`src/fbdlp_pkg.sv`:
```
// Package for the four-button debounce and long-press unit.
// Holds the word types, register map and reset constants; no dependencies.
`default_nettype none

package fbdlp_pkg;

	// Field widths of the sample and register words.
	localparam int STAMP_W = 32;
	localparam int DEB_W   = 16;
	localparam int HOLD_W  = 32;

	// Default width of the stored timestamps.
	localparam int TIME_BITS_DEF = 32;

	// Register reset values.
	localparam logic [DEB_W-1:0]  DEBOUNCE_RESET = 16'd50;
	localparam logic [HOLD_W-1:0] HOLD_RESET     = 32'd5000;

	// Configuration port: byte address width and register selector.
	localparam int ADDR_W = 3;
	localparam int DATA_W = 32;
	localparam logic REG_DEBOUNCE = 1'b0;
	localparam logic REG_HOLD     = 1'b1;

	// Button channels, in the order they are processed.
	localparam int NUM_BTN  = 4;
	localparam int BTN_FWD  = 0;
	localparam int BTN_REV  = 1;
	localparam int BTN_PWR  = 2;
	localparam int BTN_RST  = 3;

	// One input sample.
	typedef struct packed {
		logic [STAMP_W-1:0] now_ms;
		logic               raw_forward;
		logic               raw_reverse;
		logic               raw_power;
		logic               raw_restart;
		logic               power_on;
		logic               motor_running;
		logic               motor_reverse;
	} in_word_t;

	// One result word.
	typedef struct packed {
		logic start_forward;
		logic start_reverse;
		logic stop_motor;
		logic toggle_power;
		logic restart_now;
		logic hold_armed;
	} out_word_t;

endpackage

`default_nettype wire

```
`src/fbdlp_if.sv`:
```
// Valid/ready channel interfaces for samples and results.
// Depends on fbdlp_pkg for the word types.
`default_nettype none

// Sample channel.
interface fbdlp_in_if;
	import fbdlp_pkg::*;
	logic     valid;
	logic     ready;
	in_word_t data;
	modport source (output valid, output data, input ready);
	modport sink (input valid, input data, output ready);
endinterface

// Result channel.
interface fbdlp_out_if;
	import fbdlp_pkg::*;
	logic      valid;
	logic      ready;
	out_word_t data;
	modport source (output valid, output data, input ready);
	modport sink (input valid, input data, output ready);
endinterface

`default_nettype wire

```
`src/fbdlp_cfg.sv`:
```
// APB-style register block holding debounce_ms and hold_ms.
// Depends on fbdlp_pkg for the register map and reset values.
`default_nettype none

module fbdlp_cfg (
	input  wire logic                         clk,
	input  wire logic                         arst_n,
	input  wire logic                         psel,
	input  wire logic                         penable,
	input  wire logic                         pwrite,
	input  wire logic [fbdlp_pkg::ADDR_W-1:0] paddr,
	input  wire logic [fbdlp_pkg::DATA_W-1:0] pwdata,
	output logic      [fbdlp_pkg::DATA_W-1:0] prdata,
	output logic                              pready,
	output logic      [fbdlp_pkg::DEB_W-1:0]  debounce_ms,
	output logic      [fbdlp_pkg::HOLD_W-1:0] hold_ms
);
	import fbdlp_pkg::*;

	logic [DEB_W-1:0]  debounce_q;
	logic [HOLD_W-1:0] hold_q;
	logic              wr_en;
	logic              reg_sel;

	// Registers sit on 4-byte boundaries; bit 2 selects one of the two.
	assign reg_sel = paddr[2];
	assign wr_en   = psel && penable && pwrite;
	assign pready  = 1'b1;

	// Register write on the access cycle.
	always_ff @(posedge clk or negedge arst_n) begin
		if (!arst_n) begin
			debounce_q <= DEBOUNCE_RESET;
			hold_q     <= HOLD_RESET;
		end else if (wr_en) begin
			case (reg_sel)
				REG_DEBOUNCE: debounce_q <= pwdata[DEB_W-1:0];
				REG_HOLD:     hold_q     <= pwdata[HOLD_W-1:0];
				default:      ;
			endcase
		end
	end

	// Read mux.
	always_comb begin
		case (reg_sel)
			REG_DEBOUNCE: prdata = DATA_W'(debounce_q);
			REG_HOLD:     prdata = DATA_W'(hold_q);
			default:      prdata = '0;
		endcase
	end

	assign debounce_ms = debounce_q;
	assign hold_ms     = hold_q;

endmodule

`default_nettype wire

```
`src/fbdlp_chan.sv`:
```
// Debounce state for one button: last raw level, accepted level, change time.
// Depends on fbdlp_pkg for the debounce register width.
`default_nettype none

module fbdlp_chan #(
	parameter int TIME_BITS = fbdlp_pkg::TIME_BITS_DEF
) (
	input  wire logic                        clk,
	input  wire logic                        arst_n,
	input  wire logic                        en,
	input  wire logic                        clr,
	input  wire logic [TIME_BITS-1:0]        now,
	input  wire logic                        raw,
	input  wire logic [fbdlp_pkg::DEB_W-1:0] debounce_ms,
	output logic                             accept
);
	import fbdlp_pkg::*;

	logic                 prev_q;
	logic                 stable_q;
	logic [TIME_BITS-1:0] change_q;
	logic [TIME_BITS-1:0] elapsed;
	logic                 raw_moved;

	// A raw change restarts the timer and is itself excluded from acceptance,
	// so a moving level can never pass the threshold in the same sample.
	assign raw_moved = (raw != prev_q);
	assign elapsed   = now - change_q;
	assign accept    = !raw_moved && (elapsed > TIME_BITS'(debounce_ms)) &&
	                   (raw != stable_q);

	// State update per enabled sample; a restart returns to reset values.
	always_ff @(posedge clk or negedge arst_n) begin
		if (!arst_n) begin
			prev_q   <= 1'b1;
			stable_q <= 1'b1;
			change_q <= '0;
		end else if (en) begin
			if (clr) begin
				prev_q   <= 1'b1;
				stable_q <= 1'b1;
				change_q <= '0;
			end else begin
				prev_q <= raw;
				if (raw_moved) begin
					change_q <= now;
				end
				if (accept) begin
					stable_q <= raw;
				end
			end
		end
	end

endmodule

`default_nettype wire

```
`src/fbdlp_act.sv`:
```
// Command decode for accepted button edges and the reset-button hold timer.
// Depends on fbdlp_pkg for the word types and button indexes.
`default_nettype none

module fbdlp_act #(
	parameter int TIME_BITS = fbdlp_pkg::TIME_BITS_DEF
) (
	input  wire logic                            clk,
	input  wire logic                            arst_n,
	input  wire logic                            en,
	input  wire logic [TIME_BITS-1:0]            now,
	input  wire logic [fbdlp_pkg::HOLD_W-1:0]    hold_ms,
	input  wire logic [fbdlp_pkg::NUM_BTN-1:0]   accept,
	input  wire fbdlp_pkg::in_word_t             word,
	output fbdlp_pkg::out_word_t                 res
);
	import fbdlp_pkg::*;

	localparam int CMP_W = (TIME_BITS > HOLD_W) ? TIME_BITS : HOLD_W;

	logic                 armed_q;
	logic [TIME_BITS-1:0] armed_time_q;
	logic                 run_fwd;
	logic                 dir_fwd;
	logic                 arm_set;
	logic                 arm_clr;
	logic                 armed_nxt;
	logic                 held_long;
	logic [TIME_BITS-1:0] held;

	// Motor commands: the reverse release check sees the motor status as
	// left by this sample's forward action.
	always_comb begin
		res               = '0;
		run_fwd           = word.motor_running;
		dir_fwd           = word.motor_reverse;
		if (accept[BTN_FWD]) begin
			if (!word.raw_forward) begin
				if (word.power_on) begin
					res.start_forward = 1'b1;
					run_fwd           = 1'b1;
					dir_fwd           = 1'b0;
				end
			end else if (word.motor_running && !word.motor_reverse) begin
				res.stop_motor = 1'b1;
				run_fwd        = 1'b0;
			end
		end
		if (accept[BTN_REV]) begin
			if (!word.raw_reverse) begin
				res.start_reverse = word.power_on;
			end else if (run_fwd && dir_fwd) begin
				res.stop_motor = 1'b1;
			end
		end
		res.toggle_power = accept[BTN_PWR] && !word.raw_power;
		res.restart_now  = held_long;
		res.hold_armed   = armed_nxt && !held_long;
	end

	// Hold timer. A fresh press stamps the current time and is excluded from
	// the expiry check, so it cannot expire in the same sample.
	assign arm_set   = accept[BTN_RST] && !word.raw_restart;
	assign arm_clr   = accept[BTN_RST] && word.raw_restart;
	assign armed_nxt = arm_set || (armed_q && !arm_clr);
	assign held      = now - armed_time_q;
	assign held_long = armed_nxt && !arm_set && (CMP_W'(held) > CMP_W'(hold_ms));

	always_ff @(posedge clk or negedge arst_n) begin
		if (!arst_n) begin
			armed_q      <= 1'b0;
			armed_time_q <= '0;
		end else if (en) begin
			if (held_long) begin
				armed_q      <= 1'b0;
				armed_time_q <= '0;
			end else begin
				armed_q <= armed_nxt;
				if (arm_set) begin
					armed_time_q <= now;
				end
			end
		end
	end

endmodule

`default_nettype wire

```
`src/four_button_debounce_long_press_unit.sv`:
```
// Four-button debounce and long-press unit. It takes one sample word per clock
// cycle while the output is not stalled and returns exactly one result word
// per sample, in order. A sample is captured in an input register; when it
// advances, the four debounce channels, the command decode and the hold timer
// update their state and load the result register, and the input register may
// take the next word at the same time. The per-channel timestamp subtract and
// compare sit between the two registers. A held result stalls the input only
// when both registers are full. Registers: debounce_ms at byte address 0,
// hold_ms at byte address 4; write them only while no sample is in flight.
// TIME_BITS sets the width of the stored timestamps; time differences wrap
// modulo 2^TIME_BITS.
// Depends on fbdlp_pkg, fbdlp_if, fbdlp_cfg, fbdlp_chan and fbdlp_act.
`default_nettype none

module four_button_debounce_long_press_unit #(
	parameter int TIME_BITS = fbdlp_pkg::TIME_BITS_DEF
) (
	input  wire logic                         clk,
	input  wire logic                         arst_n,
	input  wire logic                         psel,
	input  wire logic                         penable,
	input  wire logic                         pwrite,
	input  wire logic [fbdlp_pkg::ADDR_W-1:0] paddr,
	input  wire logic [fbdlp_pkg::DATA_W-1:0] pwdata,
	output logic      [fbdlp_pkg::DATA_W-1:0] prdata,
	output logic                              pready,
	fbdlp_in_if.sink                          in_ch,
	fbdlp_out_if.source                       out_ch
);
	import fbdlp_pkg::*;

	logic                 valid_s1;
	in_word_t             data_s1;
	logic                 out_valid_q;
	out_word_t            out_data_q;
	logic                 out_free;
	logic                 adv;
	logic [TIME_BITS-1:0] now;
	logic [DEB_W-1:0]     debounce_ms;
	logic [HOLD_W-1:0]    hold_ms;
	logic [NUM_BTN-1:0]   raw_vec;
	logic [NUM_BTN-1:0]   accept;
	out_word_t            res;

	// Registers.
	fbdlp_cfg u_cfg (
		.clk         (clk),
		.arst_n      (arst_n),
		.psel        (psel),
		.penable     (penable),
		.pwrite      (pwrite),
		.paddr       (paddr),
		.pwdata      (pwdata),
		.prdata      (prdata),
		.pready      (pready),
		.debounce_ms (debounce_ms),
		.hold_ms     (hold_ms)
	);

	// Handshake: the sample register moves on whenever the result register
	// is empty or being drained this cycle.
	assign out_free    = !out_valid_q || out_ch.ready;
	assign adv         = valid_s1 && out_free;
	assign in_ch.ready = !valid_s1 || adv;

	always_ff @(posedge clk or negedge arst_n) begin
		if (!arst_n) begin
			valid_s1 <= 1'b0;
		end else if (in_ch.ready) begin
			valid_s1 <= in_ch.valid;
		end
	end

	always_ff @(posedge clk) begin
		if (in_ch.valid && in_ch.ready) begin
			data_s1 <= in_ch.data;
		end
	end

	// Sample fields for the channels.
	assign now = TIME_BITS'(data_s1.now_ms);
	always_comb begin
		raw_vec          = '1;
		raw_vec[BTN_FWD] = data_s1.raw_forward;
		raw_vec[BTN_REV] = data_s1.raw_reverse;
		raw_vec[BTN_PWR] = data_s1.raw_power;
		raw_vec[BTN_RST] = data_s1.raw_restart;
	end

	// One debounce channel per button.
	for (genvar i = 0; i < NUM_BTN; i++) begin : g_chan
		fbdlp_chan #(
			.TIME_BITS (TIME_BITS)
		) u_chan (
			.clk         (clk),
			.arst_n      (arst_n),
			.en          (adv),
			.clr         (res.restart_now),
			.now         (now),
			.raw         (raw_vec[i]),
			.debounce_ms (debounce_ms),
			.accept      (accept[i])
		);
	end

	// Commands and hold timer.
	fbdlp_act #(
		.TIME_BITS (TIME_BITS)
	) u_act (
		.clk     (clk),
		.arst_n  (arst_n),
		.en      (adv),
		.now     (now),
		.hold_ms (hold_ms),
		.accept  (accept),
		.word    (data_s1),
		.res     (res)
	);

	// Result register.
	always_ff @(posedge clk or negedge arst_n) begin
		if (!arst_n) begin
			out_valid_q <= 1'b0;
		end else if (out_free) begin
			out_valid_q <= valid_s1;
		end
	end

	always_ff @(posedge clk) begin
		if (adv) begin
			out_data_q <= res;
		end
	end

	assign out_ch.valid = out_valid_q;
	assign out_ch.data  = out_data_q;

endmodule

`default_nettype wire

```
`src/flat_wrapper.sv`:
```
// flat-port wrapper written by rule: the top's interface ports become plain ports
module four_button_debounce_long_press_unit_flat import fbdlp_pkg::*;
#(
	parameter int TIME_BITS = fbdlp_pkg::TIME_BITS_DEF
)
  (clk, arst_n, psel, penable, pwrite, paddr, pwdata, prdata, pready, in_ch_valid, in_ch_data, in_ch_ready, out_ch_valid, out_ch_data, out_ch_ready);
  fbdlp_in_if in_ch_i ();
  fbdlp_out_if out_ch_i ();
  input  wire logic clk;
  input  wire logic arst_n;
  input  wire logic psel;
  input  wire logic penable;
  input  wire logic pwrite;
  input  wire logic [fbdlp_pkg::ADDR_W-1:0] paddr;
  input  wire logic [fbdlp_pkg::DATA_W-1:0] pwdata;
  output logic      [fbdlp_pkg::DATA_W-1:0] prdata;
  output logic pready;
  input wire logic [$bits(in_ch_i.valid)-1:0] in_ch_valid;
  input wire logic [$bits(in_ch_i.data)-1:0] in_ch_data;
  output wire logic [$bits(in_ch_i.ready)-1:0] in_ch_ready;
  output wire logic [$bits(out_ch_i.valid)-1:0] out_ch_valid;
  output wire logic [$bits(out_ch_i.data)-1:0] out_ch_data;
  input wire logic [$bits(out_ch_i.ready)-1:0] out_ch_ready;
  assign in_ch_i.valid = in_ch_valid;
  assign in_ch_i.data = in_ch_data;
  assign in_ch_ready = in_ch_i.ready;
  assign out_ch_valid = out_ch_i.valid;
  assign out_ch_data = out_ch_i.data;
  assign out_ch_i.ready = out_ch_ready;
  four_button_debounce_long_press_unit #(.TIME_BITS(TIME_BITS)) u_core (.clk(clk), .arst_n(arst_n), .psel(psel), .penable(penable), .pwrite(pwrite), .paddr(paddr), .pwdata(pwdata), .prdata(prdata), .pready(pready), .in_ch(in_ch_i), .out_ch(out_ch_i));
endmodule
```
`config.mk`:
```
export PLATFORM = sky130hd
export DESIGN_NAME = four_button_debounce_long_press_unit_flat
export DESIGN_NICKNAME = d
export VERILOG_FILES = /design/src/fbdlp_pkg.sv /design/src/fbdlp_if.sv /design/src/fbdlp_cfg.sv /design/src/fbdlp_chan.sv /design/src/fbdlp_act.sv /design/src/four_button_debounce_long_press_unit.sv /design/src/flat_wrapper.sv
export SDC_FILE = /design/constraint.sdc
export NUM_CORES = 1
export LEC_CHECK = 0
export ABC_AREA = 1
export BUFFER_PORTS_ARGS = -buffer_cell sky130_fd_sc_hd__buf_4
export CAP_MARGIN = 20
export CELL_PAD_IN_SITES_DETAIL_PLACEMENT = 1
export CELL_PAD_IN_SITES_GLOBAL_PLACEMENT = 1
export CORE_ASPECT_RATIO = 1.75
export CORE_MARGIN = 5
export CORE_UTILIZATION = 41
export CTS_CLUSTER_SIZE = 10
export DETAILED_ROUTE_END_ITERATION = 8
export PLACE_DENSITY = 0.82
export SYNTH_ARGS = -nofsm -noshare
export SYNTH_HDL_FRONTEND = slang
export SYNTH_HIERARCHICAL = 1
export SYNTH_SLANG_ARGS = --single-unit
export TNS_END_PERCENT = 5
```
`constraint.sdc`:
```
create_clock -name clk -period 4.3 [get_ports clk]
set_input_delay 0.645 -clock clk [delete_from_list [all_inputs] [get_ports clk]]
set_output_delay 0.645 -clock clk [all_outputs]
set_load 0.05 [all_outputs]
```
==> flow_metrics.env, run 1 <==
export IMPL_grt_pass1_wl_um=169600
export IMPL_period_minus_slack_ps=4761
export IMPL_n_antenna_cell=0
export IMPL_status="finished with violations"
export IMPL_cp_start_kind="register"
export IMPL_grt_antenna_before_repair=0
export IMPL_critPathArrivalTime_ps=5220
export IMPL_syn_area_um2=25470
export IMPL_finalHoldViolations=0
export IMPL_ys_types=50
export IMPL_initial_utilization=0.4113
export IMPL_clockBufferDepth=3
export IMPL_rrSetupSlack_ps=-460
export IMPL_p_sw_frac=0.5335
export IMPL_p_seq_frac=0.161
export IMPL_drt_total_wl_um=118000
export IMPL_io_buffers=118
export IMPL_routedWlPerCell_um=22.47
export IMPL_cts_htree_levels=2
export IMPL_final_max_slew_viol_count=0
export IMPL_syn_nets=4416
export IMPL_syn_avg_cell_area_um2=6.244
export IMPL_r2r_cells=32
export IMPL_num_vias=28690
export IMPL_overflow=0
export IMPL_cpMaxStageDelayCell="edfxtp_1"
export IMPL_hold_class="primary input to asynchronous set/reset pin"
export IMPL_path_delay_family="simple AND/OR/NAND/NOR gates"
export IMPL_hold_ws_ps=111.4
export IMPL_hold_buffers=0
export IMPL_worstPathMaxFanout=7
export IMPL_finalClockSkew_ps=34.76
export IMPL_cts_buffers=34
export IMPL_max_freq_mhz=210.1
export IMPL_antenna_left=0
export IMPL_hpwl_um=86260
export IMPL_rsz0062_at_grt="yes"
export IMPL_crit_top_cell="nand2_1"
export IMPL_gp_congestion=1.022
export IMPL_clk_pin_slew_ps=60
export IMPL_core_um2=61920
export IMPL_cp_startpoint="u_core/now[3]$_DFFE_PP_"
export IMPL_p_per_area_nw_per_um2=778.0
export IMPL_synth_commonest_cells="nand2_1, inv_1, nand3_1"
export IMPL_yosys_warnings=6
export IMPL_drive_above_1_share=0.1651
export IMPL_drcViolationCount=0
export IMPL_die_width_um=198.4
export IMPL_viasPerCell=5.463
export IMPL_synthFlopType="dfrtp_1"
export IMPL_postSynth_asyncResetShare=0.8295
export IMPL_power_frac_clock=0.116
export IMPL_clockRootBuffer="clkbuf_16"
export IMPL_yosys_top_cells_area="nand2_1, dfrtp_1, inv_1, ha_1, nand3_1"
export IMPL_power_switching_w=0.01307
export IMPL_crit_reg2reg_launch="u_core/now[3]$_DFFE_PP_"
export IMPL_nets=4765
export IMPL_setup_viol=166
export IMPL_p_int_w=0.01143
export IMPL_cp_depth=32
export IMPL_post_route_period_util=1.107
export IMPL_endpoint="u_core/g_chan[1].u_chan/change_q[27]$_DFFE_PN0P_"
export IMPL_dr_pass1_iters=5
export IMPL_synth_edf_count=45
export IMPL_critPathMaxStageDelay_ps=470
export IMPL_grt_util_all_layers=0.3299
export IMPL_rows=121
export IMPL_setup_tns_ps=-54260
export IMPL_cts_tree="yes"
export IMPL_ys_seq_area_frac=0.2690
export IMPL_r2r_end="u_core/g_chan[1].u_chan/change_q[27]$_DFFE_PN0P_"
export IMPL_failed_checks="setup timing"
export IMPL_slew_limit_headroom=0.2113
export IMPL_cts_sinks=264
export IMPL_preCtsSetupSlack_ps=-434.8
export IMPL_yosysMostFrequentCell="nand2_1"
export IMPL_setup_ws_ps=-460.6
export IMPL_die_area_um2=67400
export IMPL_crit_buf_inv=8
export IMPL_grt_pass1_vias=30480
export IMPL_io_pins=122
export IMPL_first_iter_violations=1554
export IMPL_synth_top_area_share=0.2047
export IMPL_synthToLayoutAreaGrowth_pct=23.62
export IMPL_vdd_ir_drop_max_mv=0.3694
export IMPL_endpoint_kind="register"
export IMPL_grt_max_degree=106
export IMPL_die_h_um=339.7
export IMPL_ys_ff_latch=264
export IMPL_synth_top_area_cell="nand2_1"
export IMPL_syn_inst=4079
export IMPL_power_leakage_nw=17.82
export IMPL_clk_latency_ps=580
export IMPL_cp_required_ps=4750
export IMPL_maxCapViolations=0
export IMPL_tightest_slew_ps=1183
export IMPL_pwr_share_comb=0.723
export IMPL_criticalPathCategory="register to register"
cell families after synthesis:
family	after synthesis	synth area share
DFF	264	0.2690
other	1	0.0001472
buffers and inverters	936	0.1405
and+or+nand+nor	2173	0.3584
AOI/OAI and AO/OA	368	0.07679
adders and majority gates	256	0.1272
xor gates and xnor gates	81	0.02786
area by class of cell:
class                           instances  area [um2]
Multi-Input combinational cell       2879       16030
Fill cell                            8302       30440
Clock buffer                           56        1005
Tap cell                              799       999.7
Timing Repair Buffer                  383        3283
Sequential cell                       264        6852
Inverter                              866        3283
Clock inverter                          5       31.28
state kept, by name, summed over array words and instances, names as in the netlist:
register and cells:
u_core/u_cfg/debounce_ms 16, u_core/valid_s1 1, u_core/u_cfg/hold_ms 32, u_core/g_chan.u_chan/stable_q 4
u_core/data_s1 7, u_core/now 32, u_core/u_act/armed_time_q 32, u_core/g_chan.u_chan/prev_q 4
u_core/u_act/armed_q 1, u_core/g_chan.u_chan/change_q 128, u_core/out_ch.valid 1, u_core/out_ch.data 6
cells in the final DEF, fill, tap and decap left out, types with 50 or more instances in the layout:
| cell | synthesis | layout |
|---|---|---|
| a21oi_1 | 150 | 142 |
| nand3_2 | 9 | 50 |
| ha_1 | 251 | 233 |
| nand3_1 | 313 | 268 |
| buf_4 | 3 | 345 |
| xor2_1 | 67 | 59 |
| dfrtp_1 | 203 | 203 |
| nand2_2 | 51 | 84 |
| o21ai_0 | 169 | 112 |
| inv_1 | 855 | 839 |
| nor2_1 | 277 | 265 |
| nand4_1 | 66 | 66 |
| nand2_1 | 1389 | 1347 |
metal layers:
metal  share of wire  wire length, um  vias up  GRT usage
met5               0                0        -          0
met4            0.13            15210        0     0.3352
met3           0.043             5018      572    0.04111
met2            0.51            60220      990     0.6012
met1            0.32            37550    13830     0.2994
li1                -                -    13300          -
how the worst min path moves through the flow:
stage               slack, ps                                         endpoint  cells past startpoint
global route              190              u_core/u_cfg/hold_ms[2]$_DFFE_PN0P_                      1
CTS                       170              u_core/u_cfg/hold_ms[2]$_DFFE_PN0P_                      1
detailed placement        460         u_core/u_act/armed_time_q[6]$_DFFE_PN0P_                      2
global placement          450        u_core/u_act/armed_time_q[25]$_DFFE_PN0P_                      2
finish                    110              u_core/u_cfg/hold_ms[2]$_DFFE_PN0P_                      1
floorplan                 350  u_core/g_chan[0].u_chan/change_q[0]$_DFFE_PN0P_                      0
power groups by stage:
stage | sequential [W] | clock, W | combinational [W]
2_1_floorplan | 0.00381 | 0 | 0.0103
3_3_place_gp | 0.00385 | 0 | 0.0149
3_5_place_dp | 0.00391 | 0 | 0.0156
4_1_cts | 0.00388 | 0.00286 | 0.0164
5_1_grt | 0.00400 | 0.00299 | 0.0194
6_report | 0.00394 | 0.00284 | 0.0177
through the flow:
step                      cells  power, W    util  area (um2)
after detailed placement   5141   0.01946  0.4664       28880
final                      5252   0.02449  0.5084       31480
after global routing       5252   0.02639  0.5084       31480
after CTS                  5235   0.02313  0.4967       30760
after global placement     5141   0.01879  0.4664       28880
after floorplan            4079   0.01407       -       25670
what timing repair did:
action | in CTS | in global routing
setup endpoints to repair | 169 | 170
pin swaps | 26 | 45
gates cloned | 7 | 3
buffers inserted | 27 | 20
gates resized for setup | 107 | 199
Note: power is estimated with default switching activity, not from simulation.
==> run 2, diff against run 1 <==
- CORE_ASPECT_RATIO: 1.75 -> 0.9
- MAX_ROUTING_LAYER: unset -> met4
==> run 2 against run 1 <==
  * Combinational power hardly changed
  * Routed wire length decreased by 1.5%
  * Register-to-register slack got worse by 120 ps
  * The run still ends with setup timing left
  * Die area shrank 0.28%
  * Clock skew is 0.97 ps lower
  * Critical endpoint is now u_core/g_chan[2].u_chan/change_q[1]$_DFFE_PN0P_
==> flow_metrics.env, run 2 (synthesized netlist as in run 1, its figures left out) <==
export IMPL_status="finished with violations"
export IMPL_failed_checks="setup timing"
export IMPL_dr_pass1_iters=5
export IMPL_dp_cells=5099
export IMPL_drt_total_wl_um=116300
export IMPL_first_iter_violations=2631
export IMPL_mostFrequentLayoutCell="nand2_1"
export IMPL_die_h_um=246.4
export IMPL_setup_ws_ps=-576.9
export IMPL_cts_tree="yes"
export IMPL_slew_limit_headroom=0.2758
export IMPL_p_sw_frac=0.5305
export IMPL_fill_cells=8185
export IMPL_die_area_um2=67210
export IMPL_setup_viol=168
export IMPL_cp_startpoint="u_core/now[11]$_DFFE_PP_"
export IMPL_power_switching_w=0.01308
export IMPL_crit_reg2reg_launch="u_core/now[11]$_DFFE_PP_"
export IMPL_p_seq_frac=0.160
export IMPL_multi_input_area_um2=16050
export IMPL_period_minus_slack_ps=4877
export IMPL_cp_start_kind="register"
export IMPL_power_frac_clock=0.126
export IMPL_io_pins=122
export IMPL_overflow=0
export IMPL_pwr_share_comb=0.714
export IMPL_stdcell_count=5229
export IMPL_num_vias=28750
export IMPL_finalHoldViolations=0
export IMPL_hold_buffers=0
export IMPL_clk_pin_slew_ps=60
export IMPL_grt_pass1_wl_um=162400
export IMPL_drive_above_1_share=0.1556
export IMPL_power_leakage_nw=17.74
export IMPL_cts_buffers=36
export IMPL_rows=86
export IMPL_grt_antenna_before_repair=7
export IMPL_worstPathMaxFanout=8
export IMPL_fin_area_um2=31560
export IMPL_preCtsSetupSlack_ps=-419.6
export IMPL_hpwl_um=78810
export IMPL_viasPerCell=5.498
export IMPL_tightest_slew_ps=1086
export IMPL_die_width_um=272.7
export IMPL_criticalPathCategory="register to register"
export IMPL_cts_sinks=264
export IMPL_max_freq_mhz=205.0
export IMPL_io_buffers=118
export IMPL_utilization=0.5146
export IMPL_post_route_period_util=1.134
export IMPL_largest_reg_flops=128
export IMPL_clockBufferDepth=3
export IMPL_cts_htree_levels=2
export IMPL_clk_latency_ps=580
export IMPL_core_um2=61330
export IMPL_final_max_slew_viol_count=0
export IMPL_vdd_ir_drop_max_mv=0.3666
export IMPL_placed_area_um2=28560
export IMPL_grt_max_degree=113
export IMPL_critPathMaxStageDelay_ps=550
export IMPL_gp_congestion=0.9736
export IMPL_nets=4739
export IMPL_endpoint_kind="register"
export IMPL_p_per_area_nw_per_um2=781.1
export IMPL_crit_top_cell="nand2_2"
export IMPL_synthToLayoutAreaGrowth_pct=23.93
export IMPL_grt_pass1_vias=28520
export IMPL_regMostFlops="u_core/g_chan.u_chan/change_q"
export IMPL_maxCapViolations=0
export IMPL_finalClockSkew_ps=33.79
export IMPL_final_cell_mix="nand2_1, inv_1, buf_4"
export IMPL_drcViolationCount=0
export IMPL_antenna_left=0
export IMPL_grt_util_all_layers=0.3175
export IMPL_cp_required_ps=4750
export IMPL_cpMaxStageDelayCell="edfxtp_1"
export IMPL_p_int_w=0.01157
export IMPL_hold_class="primary input to asynchronous set/reset pin"
export IMPL_critPathArrivalTime_ps=5320
export IMPL_seqCellArea_um2=6852
export IMPL_clockRootBuffer="clkbuf_16"
export IMPL_routedWlPerCell_um=22.24
export IMPL_initial_utilization=0.4152
export IMPL_rsz0062_at_grt="yes"
-- run 2: changes by cell type in the layout (fill, tap and decap cells not counted), sizes merged --
cell	change
bufinv	+2
diode	+10
clkinv	-4
clkinvlp	+1
bufbuf	-1
buf	-32
inv	+4
clkbuf	+4
-- run 2: path summary, 6_finish.rpt --
path,end,slack (ps),depth (start not counted)
worst max-delay path,u_core/g_chan[2].u_chan/change_q[1]$_DFFE_PN0P_,-580,33
worst min-delay path,u_core/u_cfg/hold_ms[28]$_DFFE_PN0P_,120,1
worst max register to register,u_core/g_chan[2].u_chan/change_q[1]$_DFFE_PN0P_,-580,33
worst min register to register,u_core/u_cfg/hold_ms[3]$_DFFE_PN1P_,480,2
max in group asynchronous,u_core/g_chan[2].u_chan/change_q[27]$_DFFE_PN0P_,3000,2
min in group clk,u_core/data_s1[4]$_DFFE_PP_,250,1
-- run 2: power by group through the flow --
| stage | Clock (W) | Combinational (W) | Sequential (W) |
|---|---|---|---|
| after detailed placement | 0 | 0.0150 | 0.00390 |
| after floorplan | 0 | 0.0103 | 0.00381 |
| after global routing | 0.00324 | 0.0192 | 0.00400 |
| final | 0.00311 | 0.0176 | 0.00394 |
| after CTS | 0.00310 | 0.0158 | 0.00387 |
| after global placement | 0 | 0.0144 | 0.00385 |
-- run 2: routing by layer --
layer	share of wire	GRT usage	routed length, um	up-vias
met5	0	-	0	-
met3	0.088	0.06739	10260	385
met2	0.44	0.4905	51680	1202
li1	-	-	-	13260
met1	0.40	0.4034	47000	13900
met4	0.063	0.1385	7330	0
-- run 2: metrics by stage --
step | TNS, ps | power (W) | hold WS (ps)
3_5_place_dp | -50430 | 0.01893 | 459.9
5_1_grt | -76250 | 0.02641 | 182.2
2_1_floorplan | 0 | 0.01407 | 349.4
4_1_cts | -3149 | 0.02279 | 161.7
6_report | -61830 | 0.02465 | 122.8
3_3_place_gp | -13990 | 0.01824 | 455.1
-- run 2: critical path: cells and delay by family, from the launching register on --
family | cells | cell delay (ps)
xor gates and xnor gates | 1 | 260
DFF | 1 | 550
buffers and inverters | 8 | 810
AOI/OAI and AO/OA | 2 | 350
adders and majority gates | 2 | 600
and+or+nand+nor | 20 | 2150
-- run 2: final cells by class --
class,count,area share
Multi-Input combinational cell,2879,0.5085
Sequential cell,264,0.2171
Inverter,866,0.1040
Timing Repair Buffer,355,0.1014
Clock buffer,55,0.03342
Tap cell,792,0.03140
Clock inverter,8,0.003409
Antenna cell,10,0.0007929
-- run 2: timing repair --
action,4_1_cts,5_1_grt
endpoints found under the setup margin,167,171
pin swaps,21,29
gates resized for setup,121,205
buffers inserted,22,17
hold endpoints to repair,0,0
cloned,5,13
